==> config.mk <==
export PLATFORM = sky130hd
export DESIGN_NAME = telnet_iac_negotiator
export DESIGN_NICKNAME = d
export VERILOG_FILES = /design/src/sv/tin_pkg.sv /design/src/sv/tin_front.sv /design/src/sv/tin_queue.sv /design/src/sv/tin_back.sv /design/src/sv/telnet_iac_negotiator.sv
export SDC_FILE = /design/constraint.sdc
export NUM_CORES = 1
export LEC_CHECK = 0
export CAP_MARGIN = 10
export CORE_MARGIN = 2
export CORE_UTILIZATION = 55
export CTS_CLUSTER_DIAMETER = 30
export DETAILED_ROUTE_END_ITERATION = 12
export DONT_BUFFER_PORTS = 1
export PLACE_DENSITY = 0.68
export SKIP_CTS_REPAIR_TIMING = 1
export SLEW_MARGIN = 20
export SYNTH_ARGS = -nofsm -noshare
export SYNTH_HDL_FRONTEND = slang
export SYNTH_SLANG_ARGS = --single-unit
==> constraint.sdc <==
create_clock -name clock -period 4.4 [get_ports clock]
set_input_delay 0.22 -clock clock [delete_from_list [all_inputs] [get_ports clock]]
set_output_delay 0.22 -clock clock [all_outputs]
set_load 0.05 [all_outputs]
==> src/sv/tin_pkg.sv <==
package tin_pkg;

   localparam logic [7:0] B_IAC  = 8'hff;
   localparam logic [7:0] B_DONT = 8'd254;
   localparam logic [7:0] B_DO   = 8'd253;
   localparam logic [7:0] B_WONT = 8'd252;
   localparam logic [7:0] B_WILL = 8'd251;
   localparam logic [7:0] B_SB   = 8'd250;
   localparam logic [7:0] B_SE   = 8'd240;

   localparam logic [7:0] OPT_ECHO  = 8'd1;
   localparam logic [7:0] OPT_SGA   = 8'd3;
   localparam logic [7:0] OPT_TTYPE = 8'd24;
   localparam logic [7:0] OPT_NAWS  = 8'd31;
   localparam logic [7:0] TT_IS     = 8'd0;

   localparam int unsigned TERM_TYPE_MAX = 8;
   localparam int unsigned QUEUE_DEPTH   = 4;

   localparam logic [1:0] CSR_COLUMNS  = 2'd0;
   localparam logic [1:0] CSR_ROWS     = 2'd1;
   localparam logic [1:0] CSR_TT_CHARS = 2'd2;
   localparam logic [1:0] CSR_TT_LEN   = 2'd3;

   typedef enum logic [1:0] {
      JOB_PASS  = 2'd0,
      JOB_REPLY = 2'd1,
      JOB_NAWS  = 2'd2,
      JOB_TTYPE = 2'd3
   } job_kind_type;

   // b0: passed byte or option, b1: reply verb
   typedef struct packed {
      job_kind_type kind;
      logic [7:0]   b0;
      logic [7:0]   b1;
   } job_type;

endpackage

==> src/sv/tin_front.sv <==
module tin_front (
   input  logic             clock,
   input  logic             reset,
   input  logic             in_valid,
   input  logic [7:0]       in_byte,
   input  logic             q_full,
   output logic             in_stall,
   output logic             job_valid,
   output tin_pkg::job_type job
);
   import tin_pkg::*;

   localparam logic [1:0] PH_IDLE = 2'd0;
   localparam logic [1:0] PH_IAC  = 2'd1;
   localparam logic [1:0] PH_OPT  = 2'd2;
   localparam logic [1:0] PH_SUB  = 2'd3;

   logic [1:0] phase_ff, phase_in;
   logic [7:0] verb_ff, verb_in;
   logic [7:0] sub_ff, sub_in;
   logic       seen_ff, seen_in;
   logic       accept;

   assign in_stall = q_full;
   assign accept   = in_valid && !q_full;

   always_comb begin
      phase_in  = phase_ff;
      verb_in   = verb_ff;
      sub_in    = sub_ff;
      seen_in   = seen_ff;
      job_valid = 1'b0;
      job.kind  = JOB_PASS;
      job.b0    = in_byte;
      job.b1    = B_IAC;
      if (accept) begin
         unique case (phase_ff)
            PH_IDLE: begin
               if (in_byte == B_IAC) begin
                  phase_in = PH_IAC;
               end else begin
                  job_valid = 1'b1;
               end
            end
            PH_IAC: begin
               if (in_byte == B_WILL || in_byte == B_WONT ||
                   in_byte == B_DO || in_byte == B_DONT) begin
                  verb_in  = in_byte;
                  phase_in = PH_OPT;
               end else if (in_byte == B_SB) begin
                  verb_in  = in_byte;
                  sub_in   = 8'd0;
                  seen_in  = 1'b0;
                  phase_in = PH_SUB;
               end else begin
                  phase_in = PH_IDLE;
               end
            end
            PH_OPT: begin
               if (verb_ff == B_WILL) begin
                  job_valid = 1'b1;
                  job.kind  = JOB_REPLY;
                  job.b1    = (in_byte == OPT_ECHO || in_byte == OPT_SGA) ? B_DO : B_DONT;
               end else if (verb_ff == B_DO) begin
                  job_valid = 1'b1;
                  if (in_byte == OPT_NAWS) begin
                     job.kind = JOB_NAWS;
                  end else begin
                     job.kind = JOB_REPLY;
                     job.b1   = (in_byte == OPT_TTYPE) ? B_WILL : B_WONT;
                  end
               end
               phase_in = PH_IDLE;
            end
            PH_SUB: begin
               if (in_byte == B_SE) begin
                  if (seen_ff && sub_ff == OPT_TTYPE) begin
                     job_valid = 1'b1;
                     job.kind  = JOB_TTYPE;
                  end
                  phase_in = PH_IDLE;
                  seen_in  = 1'b0;
               end else if (!seen_ff) begin
                  sub_in  = in_byte;
                  seen_in = 1'b1;
               end
            end
            default: phase_in = PH_IDLE;
         endcase
      end
   end

   always_ff @(posedge clock) begin
      if (reset) begin
         phase_ff <= PH_IDLE;
         verb_ff  <= 8'd0;
         sub_ff   <= 8'd0;
         seen_ff  <= 1'b0;
      end else begin
         phase_ff <= phase_in;
         verb_ff  <= verb_in;
         sub_ff   <= sub_in;
         seen_ff  <= seen_in;
      end
   end

endmodule

==> src/sv/tin_queue.sv <==
module tin_queue (
   input  logic             clock,
   input  logic             reset,
   input  logic             push,
   input  tin_pkg::job_type push_job,
   input  logic             pop,
   output logic             full,
   output logic             nonempty,
   output tin_pkg::job_type head
);
   import tin_pkg::*;

   localparam int unsigned PTR_W = $clog2(QUEUE_DEPTH);
   localparam int unsigned CNT_W = $clog2(QUEUE_DEPTH + 1);

   job_type           slot_ff [QUEUE_DEPTH];
   logic [PTR_W-1:0]  wr_ptr_ff, wr_ptr_in;
   logic [PTR_W-1:0]  rd_ptr_ff, rd_ptr_in;
   logic [CNT_W-1:0]  count_ff, count_in;
   logic              do_push, do_pop;

   assign full     = (count_ff == CNT_W'(QUEUE_DEPTH));
   assign nonempty = (count_ff != '0);
   assign head     = slot_ff[rd_ptr_ff];
   assign do_push  = push && !full;
   assign do_pop   = pop && nonempty;

   always_comb begin
      wr_ptr_in = do_push ? wr_ptr_ff + 1'b1 : wr_ptr_ff;
      rd_ptr_in = do_pop ? rd_ptr_ff + 1'b1 : rd_ptr_ff;
      count_in  = count_ff;
      if (do_push && !do_pop) begin
         count_in = count_ff + 1'b1;
      end else if (do_pop && !do_push) begin
         count_in = count_ff - 1'b1;
      end
   end

   always_ff @(posedge clock) begin
      if (reset) begin
         wr_ptr_ff <= '0;
         rd_ptr_ff <= '0;
         count_ff  <= '0;
      end else begin
         wr_ptr_ff <= wr_ptr_in;
         rd_ptr_ff <= rd_ptr_in;
         count_ff  <= count_in;
      end
   end

   always_ff @(posedge clock) begin
      if (do_push) begin
         slot_ff[wr_ptr_ff] <= push_job;
      end
   end

endmodule

==> src/sv/tin_back.sv <==
module tin_back (
   input  logic             clock,
   input  logic             reset,
   input  logic             job_valid,
   input  tin_pkg::job_type job,
   output logic             job_pop,
   input  logic [15:0]      columns,
   input  logic [15:0]      rows,
   input  logic [63:0]      tt_chars,
   input  logic [3:0]       tt_len,
   output logic             out_valid,
   input  logic             out_stall,
   output logic [7:0]       out_byte,
   output logic             out_to_terminal,
   output logic             out_last
);
   import tin_pkg::*;

   logic [3:0] idx_ff, idx_in;
   logic       valid_ff, valid_in;
   logic [7:0] byte_ff, byte_in;
   logic       term_ff, term_in;
   logic       last_ff, last_in;
   logic       fire;
   logic [3:0] len_clip;
   logic [3:0] total;
   logic [3:0] char_off;
   logic [7:0] sel_byte;

   assign len_clip = (tt_len > 4'(TERM_TYPE_MAX)) ? 4'(TERM_TYPE_MAX) : tt_len;
   assign char_off = idx_ff - 4'd4;
   assign fire     = job_valid && (!valid_ff || !out_stall);

   always_comb begin
      unique case (job.kind)
         JOB_PASS:  total = 4'd1;
         JOB_REPLY: total = 4'd3;
         JOB_NAWS:  total = 4'd12;
         JOB_TTYPE: total = 4'd6 + len_clip;
         default:   total = 4'd1;
      endcase
   end

   always_comb begin
      sel_byte = B_IAC;
      unique case (job.kind)
         JOB_PASS: sel_byte = job.b0;
         JOB_REPLY: begin
            unique case (idx_ff)
               4'd1:    sel_byte = job.b1;
               4'd2:    sel_byte = job.b0;
               default: sel_byte = B_IAC;
            endcase
         end
         JOB_NAWS: begin
            unique case (idx_ff)
               4'd1:    sel_byte = B_WILL;
               4'd2:    sel_byte = OPT_NAWS;
               4'd4:    sel_byte = B_SB;
               4'd5:    sel_byte = OPT_NAWS;
               4'd6:    sel_byte = columns[15:8];
               4'd7:    sel_byte = columns[7:0];
               4'd8:    sel_byte = rows[15:8];
               4'd9:    sel_byte = rows[7:0];
               4'd11:   sel_byte = B_SE;
               default: sel_byte = B_IAC;
            endcase
         end
         JOB_TTYPE: begin
            priority if (idx_ff == 4'd0) begin
               sel_byte = B_IAC;
            end else if (idx_ff == 4'd1) begin
               sel_byte = B_SB;
            end else if (idx_ff == 4'd2) begin
               sel_byte = OPT_TTYPE;
            end else if (idx_ff == 4'd3) begin
               sel_byte = TT_IS;
            end else if (char_off < len_clip) begin
               sel_byte = tt_chars[8*char_off[2:0] +: 8];
            end else if (char_off == len_clip) begin
               sel_byte = B_IAC;
            end else begin
               sel_byte = B_SE;
            end
         end
         default: sel_byte = B_IAC;
      endcase
   end

   always_comb begin
      idx_in   = idx_ff;
      valid_in = valid_ff && out_stall;
      byte_in  = byte_ff;
      term_in  = term_ff;
      last_in  = last_ff;
      job_pop  = 1'b0;
      if (fire) begin
         valid_in = 1'b1;
         byte_in  = sel_byte;
         term_in  = (job.kind == JOB_PASS);
         last_in  = (idx_ff == total - 4'd1);
         // advance within the job, drop it after its final byte
         if (last_in) begin
            job_pop = 1'b1;
            idx_in  = 4'd0;
         end else begin
            idx_in = idx_ff + 4'd1;
         end
      end
   end

   always_ff @(posedge clock) begin
      if (reset) begin
         idx_ff   <= 4'd0;
         valid_ff <= 1'b0;
      end else begin
         idx_ff   <= idx_in;
         valid_ff <= valid_in;
      end
   end

   always_ff @(posedge clock) begin
      byte_ff <= byte_in;
      term_ff <= term_in;
      last_ff <= last_in;
   end

   assign out_valid       = valid_ff;
   assign out_byte        = byte_ff;
   assign out_to_terminal = term_ff;
   assign out_last        = last_ff;

endmodule

==> src/sv/telnet_iac_negotiator.sv <==
// With the back end idle, the first result of an item passes the queue write, then the output
// register.
// The front takes one received byte per cycle unless the queue is full. The back emits one
// result byte per cycle unless stalled; a pass-through is 1 byte, a type reply up to 14 bytes.
// A 4-entry job queue separates the two, so replies drain while bytes keep arriving.
// Reset (synchronous): parser idle, queue and output empty, registers at their defaults.
module telnet_iac_negotiator (
   input  logic        clock,
   input  logic        reset,
   input  logic        req_valid,
   output logic        req_stall,
   input  logic [7:0]  req_rx_byte,
   output logic        rsp_valid,
   input  logic        rsp_stall,
   output logic [7:0]  rsp_out_byte,
   output logic        rsp_to_terminal,
   output logic        rsp_last,
   input  logic        csr_valid,
   output logic        csr_ready,
   input  logic [1:0]  csr_index,
   input  logic [63:0] csr_wdata
);
   import tin_pkg::*;

   logic [15:0] columns_ff;
   logic [15:0] rows_ff;
   logic [63:0] tt_chars_ff;
   logic [3:0]  tt_len_ff;

   logic    q_full, q_nonempty, q_pop, front_valid;
   job_type front_job, head_job;

   assign csr_ready = 1'b1;

   always_ff @(posedge clock) begin
      if (reset) begin
         columns_ff  <= 16'd80;
         rows_ff     <= 16'd24;
         tt_chars_ff <= 64'd0;
         tt_len_ff   <= 4'd0;
      end else if (csr_valid) begin
         unique case (csr_index)
            CSR_COLUMNS:  columns_ff  <= csr_wdata[15:0];
            CSR_ROWS:     rows_ff     <= csr_wdata[15:0];
            CSR_TT_CHARS: tt_chars_ff <= csr_wdata;
            CSR_TT_LEN:   tt_len_ff   <= csr_wdata[3:0];
            default:      tt_len_ff   <= tt_len_ff;
         endcase
      end
   end

   tin_front u_front (
      .clock     (clock),
      .reset     (reset),
      .in_valid  (req_valid),
      .in_byte   (req_rx_byte),
      .q_full    (q_full),
      .in_stall  (req_stall),
      .job_valid (front_valid),
      .job       (front_job)
   );

   tin_queue u_queue (
      .clock    (clock),
      .reset    (reset),
      .push     (front_valid),
      .push_job (front_job),
      .pop      (q_pop),
      .full     (q_full),
      .nonempty (q_nonempty),
      .head     (head_job)
   );

   tin_back u_back (
      .clock           (clock),
      .reset           (reset),
      .job_valid       (q_nonempty),
      .job             (head_job),
      .job_pop         (q_pop),
      .columns         (columns_ff),
      .rows            (rows_ff),
      .tt_chars        (tt_chars_ff),
      .tt_len          (tt_len_ff),
      .out_valid       (rsp_valid),
      .out_stall       (rsp_stall),
      .out_byte        (rsp_out_byte),
      .out_to_terminal (rsp_to_terminal),
      .out_last        (rsp_last)
   );

endmodule

==> results.ini, run 1 <==
[final_layout]
drive_above_1_share_pct=8.487
antennaDiodeCount=0
fin_nets=1063
area_delta_synth_final_pct=16.32

[synth]
synth_edf_count=62
synth_ff_type=dfxtp_1
synth.yosys.seq_area_share_pct=51.19
synth_cell_types=66
synth_warnings=0
synth_top_area_cell=dfxtp_1
synth_nets=1021
synth_area_mm2=0.008838
synthArstFlopShare_pct=0
synthCells=923
avgSynthCellArea_um2=9.576
synth_area_leaders=dfxtp_1 (30%), edfxtp_1 (21%), nand2_1 (10%)
synth-seq-cells=195
synth_top_area_share_pct=30.12

[global_routing]
grt_start_max_net_pins=136
grt_pass1_vias=6158
antenna_found_initial=0
track_usage_pct=25.49
grt_overflow=0
grt_pass1_wl_um=33090

[timing]
setup_viol=0
max_freq_mhz=262.4
drv_slew=0
finalCriticalPeriod_ns=3.811
worstMarginPinSlew_ns=1.070
slew_headroom_pct=27.98
fin_crit_sh_pct=86.61
finClkSkew_ns=0.008229
rsz0062_at_grt=false
tns_ns=0
hold_viol=0

[place]
place.gp.congestion=0.8947
place_hpwl_um=14900
io_buffer_count=0

[floorplan]
dieArea_mm2=0.01710
start_util_pct=56.05
die_x_um=130.8
io-pin-count=92
num_rows=46
core-area_mm2=0.01577
die_y_um=130.8

[clock_tree]
cts_buffers=17
cts_max_path_buffers=2
h-tree-depth=4
clock-sinks=195
insertion_delay_ns=0.43
cts_tree=done
path_clk_slew_ns=0.07
root_buffer=clkbuf_16

[setup_path]
r2r_slack_ns=0.59
cp.required_ns=4.75
crit_family=adder cells
cp_slowest_cell=mux4_2
path_cells=mux4_2 -> a21oi_1 -> ha_1 -> xor2_1 -> xnor2_2 -> nand3_1 -> a21oi_2 -> inv_1 -> ha_1 -> inv_1 -> fa_1 -> xor2_1 -> or3_1 -> a21oi_1
r2r_cells=14
worstPathArrival_ns=4.16
crit_path_end=u_queue.count_ff[2]
start_kind=flip-flop
crit_path_end_kind=flip-flop
crit_cells=14
r2r-end=u_queue.count_ff[2]
max_stage_delay_ns=0.72
path_buf_inv=2
path_max_fanout=13
critPathKind=reg2reg

[route]
post_drt_via_cell_ratio=5.916
firstDrtPassIters=6
drt-total-wl_um=22440
drc_errors=0
routedWlPerCell_um=18.79
drtIter0Drc=841
detail-route-antenna-nets=0
vias=7064

[worst_hold_path]
hold_class=in2reg
min_from=reset

[power]
ir_drop_mv=0.4221
power.density_mw_per_mm2=469.9
leakage_nw=3.575
p_total_mw=4.831

[run_status]
status=finished, final reports clean

[flow_run]
maxCapViolCount=0

## per-stage QoR
step | std cells | cell area (um2) | hold slack [ns] | utilization [%] | setup WS (ns)
after global placement | 1087 | 8947 | 0.3193 | 56.74 | 0.7713
after CTS | 1119 | 9510 | -0.1318 | 60.31 | 0.5735
after global routing | 1194 | 10280 | 0.003336 | 65.19 | 0.3353
final | 1194 | 10280 | 0.007705 | 65.19 | 0.5891
after floorplan | 923 | 8838 | 0.3189 | - | 1.103
after detailed placement | 1087 | 8947 | 0.3192 | 56.74 | 0.5947
## worst min path at each step
stage	endpoint	cells past startpoint	slack (ns)
3_3_place_gp	u_queue.slot_ff[0][14]	0	0.32
2_1_floorplan	u_queue.slot_ff[0][10]	0	0.32
3_5_place_dp	u_queue.slot_ff[0][10]	0	0.32
5_1_grt	u_back.idx_ff[1]	2	0.003
6_report	u_back.idx_ff[1]	2	0.008
4_1_cts	tt_chars_ff[34]	1	-0.13
## power by group
part	internal [mW]	switching (mW)	leakage, nW
sequential	2.05	0.267	1.64
combinational	0.409	0.635	1.66
clock	0.815	0.659	0.280
total	3.27	1.56	3.57
## sequential cells by signal, indices dropped and copies added, names as in the netlist, named ones only
register,count
u_back.out_to_terminal,1
u_queue.slot_ff,52
rows_ff,16
u_queue.wr_ptr_ff,2
u_front.sub_ff,8
u_back.idx_ff,4
columns_ff,16
u_queue.rd_ptr_ff,2
u_back.out_valid,1
u_queue.count_ff,3
u_front.seen_ff,1
tt_len_ff,4
u_back.out_last,1
u_front.verb_ff,8
u_back.out_byte,8
tt_chars_ff,64
u_front.phase_ff,2
## logic make-up after synthesis
logic type / synth area share [%]
xor gates and xnor gates: 0.8778
DFF: 51.19
other: 0.04243
adders and majority gates: 2.775
and+or+nand+nor: 18.76
buffers and inverters: 3.468
muxes: 10.05
AOI/OAI and AO/OA: 12.84
## synthesized netlist by cell type, types with 2 or more instances
master,n
a21oi_1,118
mux2_2,2
edfxtp_1,62
clkbuf_1,53
buf_2,5
xnor2_1,3
nor4b_1,3
o22ai_1,5
nor3_1,8
nand3_1,25
o32ai_1,2
and3_1,9
nor4_1,4
xor2_1,4
dfxtp_1,133
nand3b_1,7
inv_1,15
nand2b_1,3
and2_1,9
o21ai_0,19
or3_1,2
ha_1,18
a22oi_1,3
a221oi_1,5
a41oi_1,3
mux4_2,29
a22o_1,7
a31oi_1,4
mux2_1,2
a211o_1,3
nor3b_1,3
a21oi_2,2
nor2_1,48
mux2i_1,19
a32oi_1,6
nand2_1,240
nand4_1,6
nor2b_1,5
o211ai_1,2
## final cells by class
| type | count | area [um2] |
|---|---|---|
| clock inverter | 11 | 102.6 |
| multi-input combinational | 651 | 4031 |
| sequential | 195 | 4524 |
| timing repair buffer | 83 | 828.3 |
| fill | 1276 | 5489 |
| inverter | 17 | 63.81 |
| clock buffer | 21 | 460.4 |
| tap | 216 | 270.3 |
## per-layer routing
| metal | global-route usage (%) | part of all wire (%) |
|---|---|---|
| met5 | 0 | 0 |
| met4 | 7.760 | 1.2 |
| met3 | 5.619 | 7.1 |
| met2 | 39.46 | 48 |
| met1 | 36.22 | 44 |
## cell usage in the layout, fill, tap and decap left out, drive strengths merged, types with 7 or more instances in the layout
cell	synthesis	final
a22o	7	7
and2	9	9
clkbuf	53	21
inv	16	20
buf	7	9
mux2i	19	19
mux4	29	29
dfxtp	133	133
nor3	9	9
and3	9	9
nand2	240	240
nand3b	7	7
o21ai	19	19
edfxtp	62	62
nand3	25	25
ha	18	18
nor2	48	48
dlygate4sd3	0	74
a21oi	120	120
Note: power is estimated with default switching activity, not from simulation.
==> run 2: changes to the inputs <==
RECOVER_POWER = 100   (was default)
SYNTH_HIERARCHICAL = 1   (was default)
TNS_END_PERCENT = 1   (was default)
==> run 2 against run 1 <==
Against the previous run:
- the flow now finishes with violations (hold timing, capacitance limit, slew limit)
- first-iteration DRC count down 39%
- routed wire length up 17%
- worst setup slack worse by 0.13 ns
- combinational power up 16%
- critical path depth down 6
- largest power group is now the clock network
- non-clock buffer count up 4
- critical endpoint is now u_queue/slot_ff[2][7]
- clock power up 120%
- via count up 5.3%
- cell count up 7.9%
- register-to-register slack worse by 0.13 ns
- sequential share of layout area down 4.0 points
- synthesized area up 21%
==> results.ini, run 2 <==
[run_status]
status=complete, but fails checks
violations=hold timing, capacitance limit, slew limit

[timing]
finalCriticalPeriod_ns=3.942  ; +0.1315 ns
hold_viol=8  ; +8
tns_ns=0  ; unchanged
whs_ns=-0.01572  ; -0.02343 ns
setup_viol=0  ; unchanged
layout_setup_ws_ns=0.4576  ; -0.1315 ns
drv_slew=51  ; +51
rsz0062_at_grt=false
fin_crit_sh_pct=89.60  ; +3.0 points
worstMarginPinSlew_ns=3.601  ; +2.531 ns
max_freq_mhz=253.7  ; -3.3%
finClkSkew_ns=0.01022  ; +0.001991 ns
slew_headroom_pct=-140.1  ; -170 points

[synth]
avgSynthCellArea_um2=11.35  ; +19%
synth-seq-cells=215  ; +10%
synth.yosys.seq_area_share_pct=47.93  ; -3.3 points
synth-simple-area-share_pct=18.13  ; -0.63 points
synth_area_leaders=dfxtp_1 (25%), edfxtp_1 (23%), mux2i_1 (11%)
synthXorXnorAreaFrac_pct=1.112  ; +0.23 points
synthCells=942  ; +2.1%
synth_top_area_share_pct=24.90  ; -5.2 points
synthAdderAreaFrac_pct=2.293  ; -0.48 points
synth_top_area_cell=dfxtp_1
synth_area_mm2=0.01069  ; +21%
synth_ff_type=dfxtp_1
synth_edf_count=82  ; +32%
synth_cell_types=78  ; +18%
synth_most_common_cell=nand2b_1
synth_warnings=6  ; +6
synth_top_family_by_area=simple AND/OR/NAND/NOR gates
synth-compound-area-share_pct=8.144  ; -4.7 points
synthArstFlopShare_pct=0  ; unchanged
yosys-top-cells-count=nand2b_1 (176), dfxtp_1 (133), mux2i_1 (118), edfxtp_1 (82), clkbuf_1 (40)
synthMuxAreaShare_pct=17.79  ; +7.7 points

[power]
p_sw_mw=2.007  ; +29%
pwr-share-comb_pct=17.2  ; -4.4 points
clkPwrFrac_pct=45.4  ; +15 points
p_total_mw=6.995  ; +45%
swShare_pct=28.69  ; -3.6 points
p_int_mw=4.988  ; +53%
leakage_nw=4.688  ; +31%
power_frac_seq_pct=37.4  ; -10 points
power.density_mw_per_mm2=545.6  ; +16%
ir_drop_mv=0.4057  ; -3.9%

[floorplan]
start_util_pct=56.60  ; +0.55 points
core-area_mm2=0.01889  ; +20%
die_x_um=143.4  ; +9.7%
io-pin-count=92  ; unchanged
dieArea_mm2=0.02057  ; +20%
num_rows=50  ; +8.7%
die_y_um=143.4  ; +9.7%

[final_layout]
top_regs=u_queue/slot_ff x72, tt_chars_ff x64
drive_above_1_share_pct=11.00  ; +2.5 points
area_delta_synth_final_pct=19.89
fin_nets=1093  ; +2.8%
final_common_cell=nand2b_1
largest_register=u_queue/slot_ff
multiInputGateArea_mm2=0.005064  ; +26%
largest_reg_flops=72  ; +13%
nFillCells=1373  ; +7.6%
final_cells=1288  ; +7.9%
regArea_mm2=0.005125  ; +13%
final_cell_mix=nand2b_1 (176), dfxtp_1 (133), mux2i_1 (118), edfxtp_1 (82), dlygate4sd3_1 (73)

[route]
drt-total-wl_um=26340  ; +17%
drtIter0Drc=517  ; -39%
post_drt_via_cell_ratio=5.773  ; -2.4%
vias=7435  ; +5.3%
firstDrtPassIters=5  ; -1
routedWlPerCell_um=20.45  ; +8.8%
drc_errors=0  ; unchanged
detail-route-antenna-nets=0  ; unchanged

[setup_path]
worstPathArrival_ns=4.07  ; -0.09 ns
max_stage_delay_ns=0.91  ; +0.19 ns
r2r-end=u_queue/slot_ff[2][7]
critPathKind=reg2reg
cp_slowest_cell=clkbuf_1
cp.required_ns=4.52  ; -0.23 ns
crit_cells=8  ; -6
start_kind=flip-flop
r2r_cells=8  ; -6
crit_path_end_kind=flip-flop
path_max_fanout=18  ; +5
r2r_slack_ns=0.46  ; -0.13 ns
path_buf_inv=2  ; unchanged
crit_family=simple AND/OR/NAND/NOR gates
path_cells=or4b_1 -> or4_1 -> or4_1 -> a31oi_1 -> inv_1 -> nor2_1 -> and2_0 -> clkbuf_1
crit_top_cell=or4_1
crit_start=u_front/sub_ff[5]
crit_path_end=u_queue/slot_ff[2][7]
r2r_start=u_front/sub_ff[5]

[global_routing]
grt_pass1_wl_um=38130  ; +15%
grt_pass1_vias=7219  ; +17%
grt_overflow=0  ; unchanged
antenna_found_initial=0  ; unchanged
track_usage_pct=23.90  ; -1.6 points
grt_start_max_net_pins=204  ; +50%

[clock_tree]
path_clk_slew_ns=0.05  ; -0.02 ns
cts_max_path_buffers=3  ; +1
cts_tree=done
clock-sinks=215  ; +10%
h-tree-depth=2  ; -2
cts_buffers=42  ; +25
root_buffer=clkbuf_16
insertion_delay_ns=0.51  ; +0.08 ns

[place]
post-place-ws_ns=0.7023  ; +0.1076 ns
placed_cells=1137  ; +4.6%
io_buffer_count=0  ; unchanged
place_hpwl_um=16280  ; +9.3%
place.gp.congestion=0.8799  ; -1.7%

[worst_hold_path]
hold_class=in2reg

[flow_run]
maxCapViolCount=1  ; +1

run 2: changes by cell type in the layout (fill, tap and decap cells not counted), sizes merged, moves of 8 or more:
cell	change
edfxtp	+20
a21oi	-94
nand2	-204
clkbuf	+39
nor2	-16
nand2b	+173
inv	-8
mux2i	+99
run 2: through the flow:
stage	hold slack (ns)	utilization, %	instance area [um2]
finish	-0.01572	67.85	12820
global route	-0.009460	67.84	12820
CTS	-0.2304	64.20	12130
detailed placement	0.3117	56.62	10700
global placement	0.3058	56.62	10700
floorplan	0.2924	-	10710
run 2: metal layers:
layer | vias up | global-route usage [%] | wire (um)
met5 | - | 0 | 0
met4 | 0 | 8.256 | 796
met3 | 63 | 5.598 | 1437
met2 | 249 | 40.30 | 13180
met1 | 3621 | 30.29 | 10930
li1 | 3502 | - | -
run 2: worst min path at each step:
stage | from | endpoint | slack [ns] | depth (start not counted)
global placement | reset | u_queue/count_ff[2] | 0.31 | 1
floorplan | reset | u_back/out_valid | 0.29 | 1
detailed placement | reset | u_back/out_valid | 0.31 | 1
finish | csr_wdata[11] | columns_ff[11] | -0.02 | 2
CTS | reset | u_front/phase_ff[0] | -0.23 | 1
global route | req_rx_byte[3] | u_front/seen_ff | -0.009 | 2
run 2: final cells by class:
class	instances	share of cell area [%]
clock buffer	53	9.155
clock inverter	23	2.020
multi-input combinational	638	39.50
sequential	215	39.98
tap	260	2.538
inverter	11	0.3221
timing repair buffer	87	6.471
antenna	1	0.01952
run 2: power by group through the flow:
stage          Combinational [mW]  Sequential (mW)  Clock (mW)
6_report                     1.21             2.61        3.18
5_1_grt                      1.32             2.63        3.33
4_1_cts                      1.13             2.62        3.22
3_5_place_dp                 1.12             2.65           0
3_3_place_gp                 1.10             2.63           0
2_1_floorplan               0.909             2.59           0
run 2: cell families (layout without fill, tap and decap cells):
group | count (synthesis) | after routing
AND/OR/NAND/NOR | 330 | 330
flip-flops | 215 | 215
multiplexers | 150 | 150
AO/OA/AOI/OAI | 121 | 121
buffers and inverters | 93 | 174
adder cells (fa/ha/maj) | 19 | 19
XOR/XNOR | 12 | 12
other | 2 | 7
==> run 3: changes to the inputs <==
CELL_PAD_IN_SITES_DETAIL_PLACEMENT = 0   (was default)
CELL_PAD_IN_SITES_GLOBAL_PLACEMENT = 2   (was default)
CORE_UTILIZATION = 40   (was 55)
PLACE_DENSITY = 0.77   (was 0.68)
SYNTH_HIERARCHICAL = default   (was 1)
==> run 3 against run 2 <==
Against the previous run:
- the run ends with capacitance limit, slew limit left
- global-route usage shrank 4.4 points
- fmax grew 4.0%
- total power is 31% lower
- clock power fell by 52%
- cell area decreased by 19%
- critical endpoint is now u_queue.count_ff[2]
==> results.ini, run 3 (synthesis results as in run 1) <==
[run_status]
status=complete, but fails checks
violations=capacitance limit, slew limit

[power]
p_total_mw=4.847  ; -31%
p_sw_mw=1.623  ; -19%
p_int_mw=3.224  ; -35%
leakage_nw=3.563  ; -24%
clkPwrFrac_pct=31.3  ; -14 points
swShare_pct=33.48  ; +4.8 points
pwr-share-comb_pct=20.8  ; +3.6 points
ir_drop_mv=0.2570  ; -37%
power_frac_seq_pct=47.9  ; +10 points
power.density_mw_per_mm2=468.0  ; -14%

[place]
place_hpwl_um=15770  ; -3.2%
post-place-ws_ns=0.7416  ; +0.03929 ns
place.gp.congestion=0.8901  ; +1.2%
dpl-instance-area_mm2=0.009045  ; -15%
io_buffer_count=0  ; unchanged
placed_cells=1154  ; +1.5%

[final_layout]
largest_register=tt_chars_ff
area_delta_synth_final_pct=17.19
final_common_cell=nand2_1
final_cell_mix=nand2_1 (240), dfxtp_1 (133), a21oi_1 (119), dlygate4sd3_1 (74), edfxtp_1 (62)
top_regs=tt_chars_ff x64, u_queue.slot_ff x52
design_area_mm2=0.01036  ; -19%
largest_reg_flops=64  ; -11%
drive_above_1_share_pct=7.849  ; -3.2 points
fin_nets=1066  ; -2.5%
final_cells=1261  ; -2.1%
utilization_pct=47.61  ; -20 points
antennaDiodeCount=0  ; -1
nFillCells=2030  ; +48%

[setup_path]
crit_path_end_kind=flip-flop
cp.required_ns=4.76  ; +0.24 ns
start_kind=flip-flop
worstPathArrival_ns=4.15  ; +0.08 ns
critPathKind=reg2reg
r2r_cells=14  ; +6
path_max_fanout=13  ; -5

[timing]
max_freq_mhz=263.7  ; +4.0%
finClkSkew_ns=0.009752  ; -0.0004672 ns
tns_ns=0  ; unchanged
hold_viol=0  ; -8
drv_slew=65  ; +27%
finalCriticalPeriod_ns=3.792  ; -0.1506 ns
setup_viol=0  ; unchanged
layout_setup_ws_ns=0.6082  ; +0.1506 ns
fin_crit_sh_pct=86.18  ; -3.4 points
slew_headroom_pct=-74.21  ; +66 points
whs_ns=0.03671  ; +0.05243 ns
rsz0062_at_grt=false
worstMarginPinSlew_ns=2.613  ; -0.9878 ns

[route]
firstDrtPassIters=4  ; -1
drt-total-wl_um=23730  ; -9.9%
vias=6872  ; -7.6%
routedWlPerCell_um=18.82  ; -8.0%
drtIter0Drc=461  ; -11%
drc_errors=0  ; unchanged
post_drt_via_cell_ratio=5.450  ; -5.6%
detail-route-antenna-nets=0  ; unchanged

[worst_hold_path]
min_from=reset
hold_depth=2  ; unchanged
hold_class=in2reg

[floorplan]
io-pin-count=92  ; unchanged
dieArea_mm2=0.02330  ; +13%
num_rows=54  ; +8.0%
die_x_um=152.6  ; +6.4%
core-area_mm2=0.02176  ; +15%
start_util_pct=40.63  ; -16 points
die_y_um=152.6  ; +6.4%

[clock_tree]
h-tree-depth=4  ; +2
cts_tree=done
path_clk_slew_ns=0.07  ; +0.02 ns
root_buffer=clkbuf_16
cts_buffers=17  ; -60%
insertion_delay_ns=0.44  ; -0.07 ns
clock-sinks=195  ; -9.3%
cts_max_path_buffers=2  ; -1

[global_routing]
grt_pass1_vias=6415  ; -11%
grt_pass1_wl_um=35750  ; -6.2%
use_met1_pct=27.47  ; -2.8 points
busiest_layer=met2
use_met2_pct=30.60  ; -9.7 points
use_met3_pct=4.522  ; -1.1 points
grt_overflow=0  ; unchanged
antenna_found_initial=0  ; unchanged
track_usage_pct=19.50  ; -4.4 points
grt_start_max_net_pins=136  ; -33%

[flow_run]
maxCapViolCount=1  ; unchanged

## run 3: layout make-up
class	count	area, um2	area share, %
clock buffers	20	456.7	4.409
clock inverters	12	115.1	1.111
inverters	17	63.81	0.6161
multi-input cells	651	4008	38.69
flip-flops and latches	195	4524	43.68
well taps	280	350.3	3.382
repair buffers	86	839.6	8.106
## run 3: metal layers
| metal | wire, um | vias up |
|---|---|---|
| met2 | 11120 | 168 |
| met1 | 11230 | 3325 |
| met3 | 1129 | 16 |
| met5 | 0 | - |
| li1 | - | 3363 |
| met4 | 253 | 0 |
## run 3: worst paths after layout
kind / slack [ns] / end
min: 0.04 / u_queue.rd_ptr_ff[1]
max reg2reg: 0.61 / u_queue.count_ff[2]
min reg2reg: 0.46 / columns_ff[2]
max: 0.61 / u_queue.count_ff[2]
## run 3: critical path: stages, from the launching register on
cell     delay, ns
dfxtp_1       0.58
mux4_2        0.71
a21oi_1       0.19
ha_1          0.17
xor2_1        0.24
xnor2_2       0.16
nand3_1       0.10
a21oi_1       0.43
inv_1         0.09
ha_1          0.24
inv_1         0.08
fa_1          0.18
xor2_1        0.08
or3_1         0.30
a21oi_1       0.16
## run 3: power groups by stage
stage | Sequential, mW | Clock (mW) | Combinational, mW
detailed placement | 2.37 | 0 | 0.939
floorplan | 2.31 | 0 | 0.744
global placement | 2.36 | 0 | 0.910
CTS | 2.33 | 1.54 | 0.943
finish | 2.32 | 1.52 | 1.01
global route | 2.34 | 1.62 | 1.12
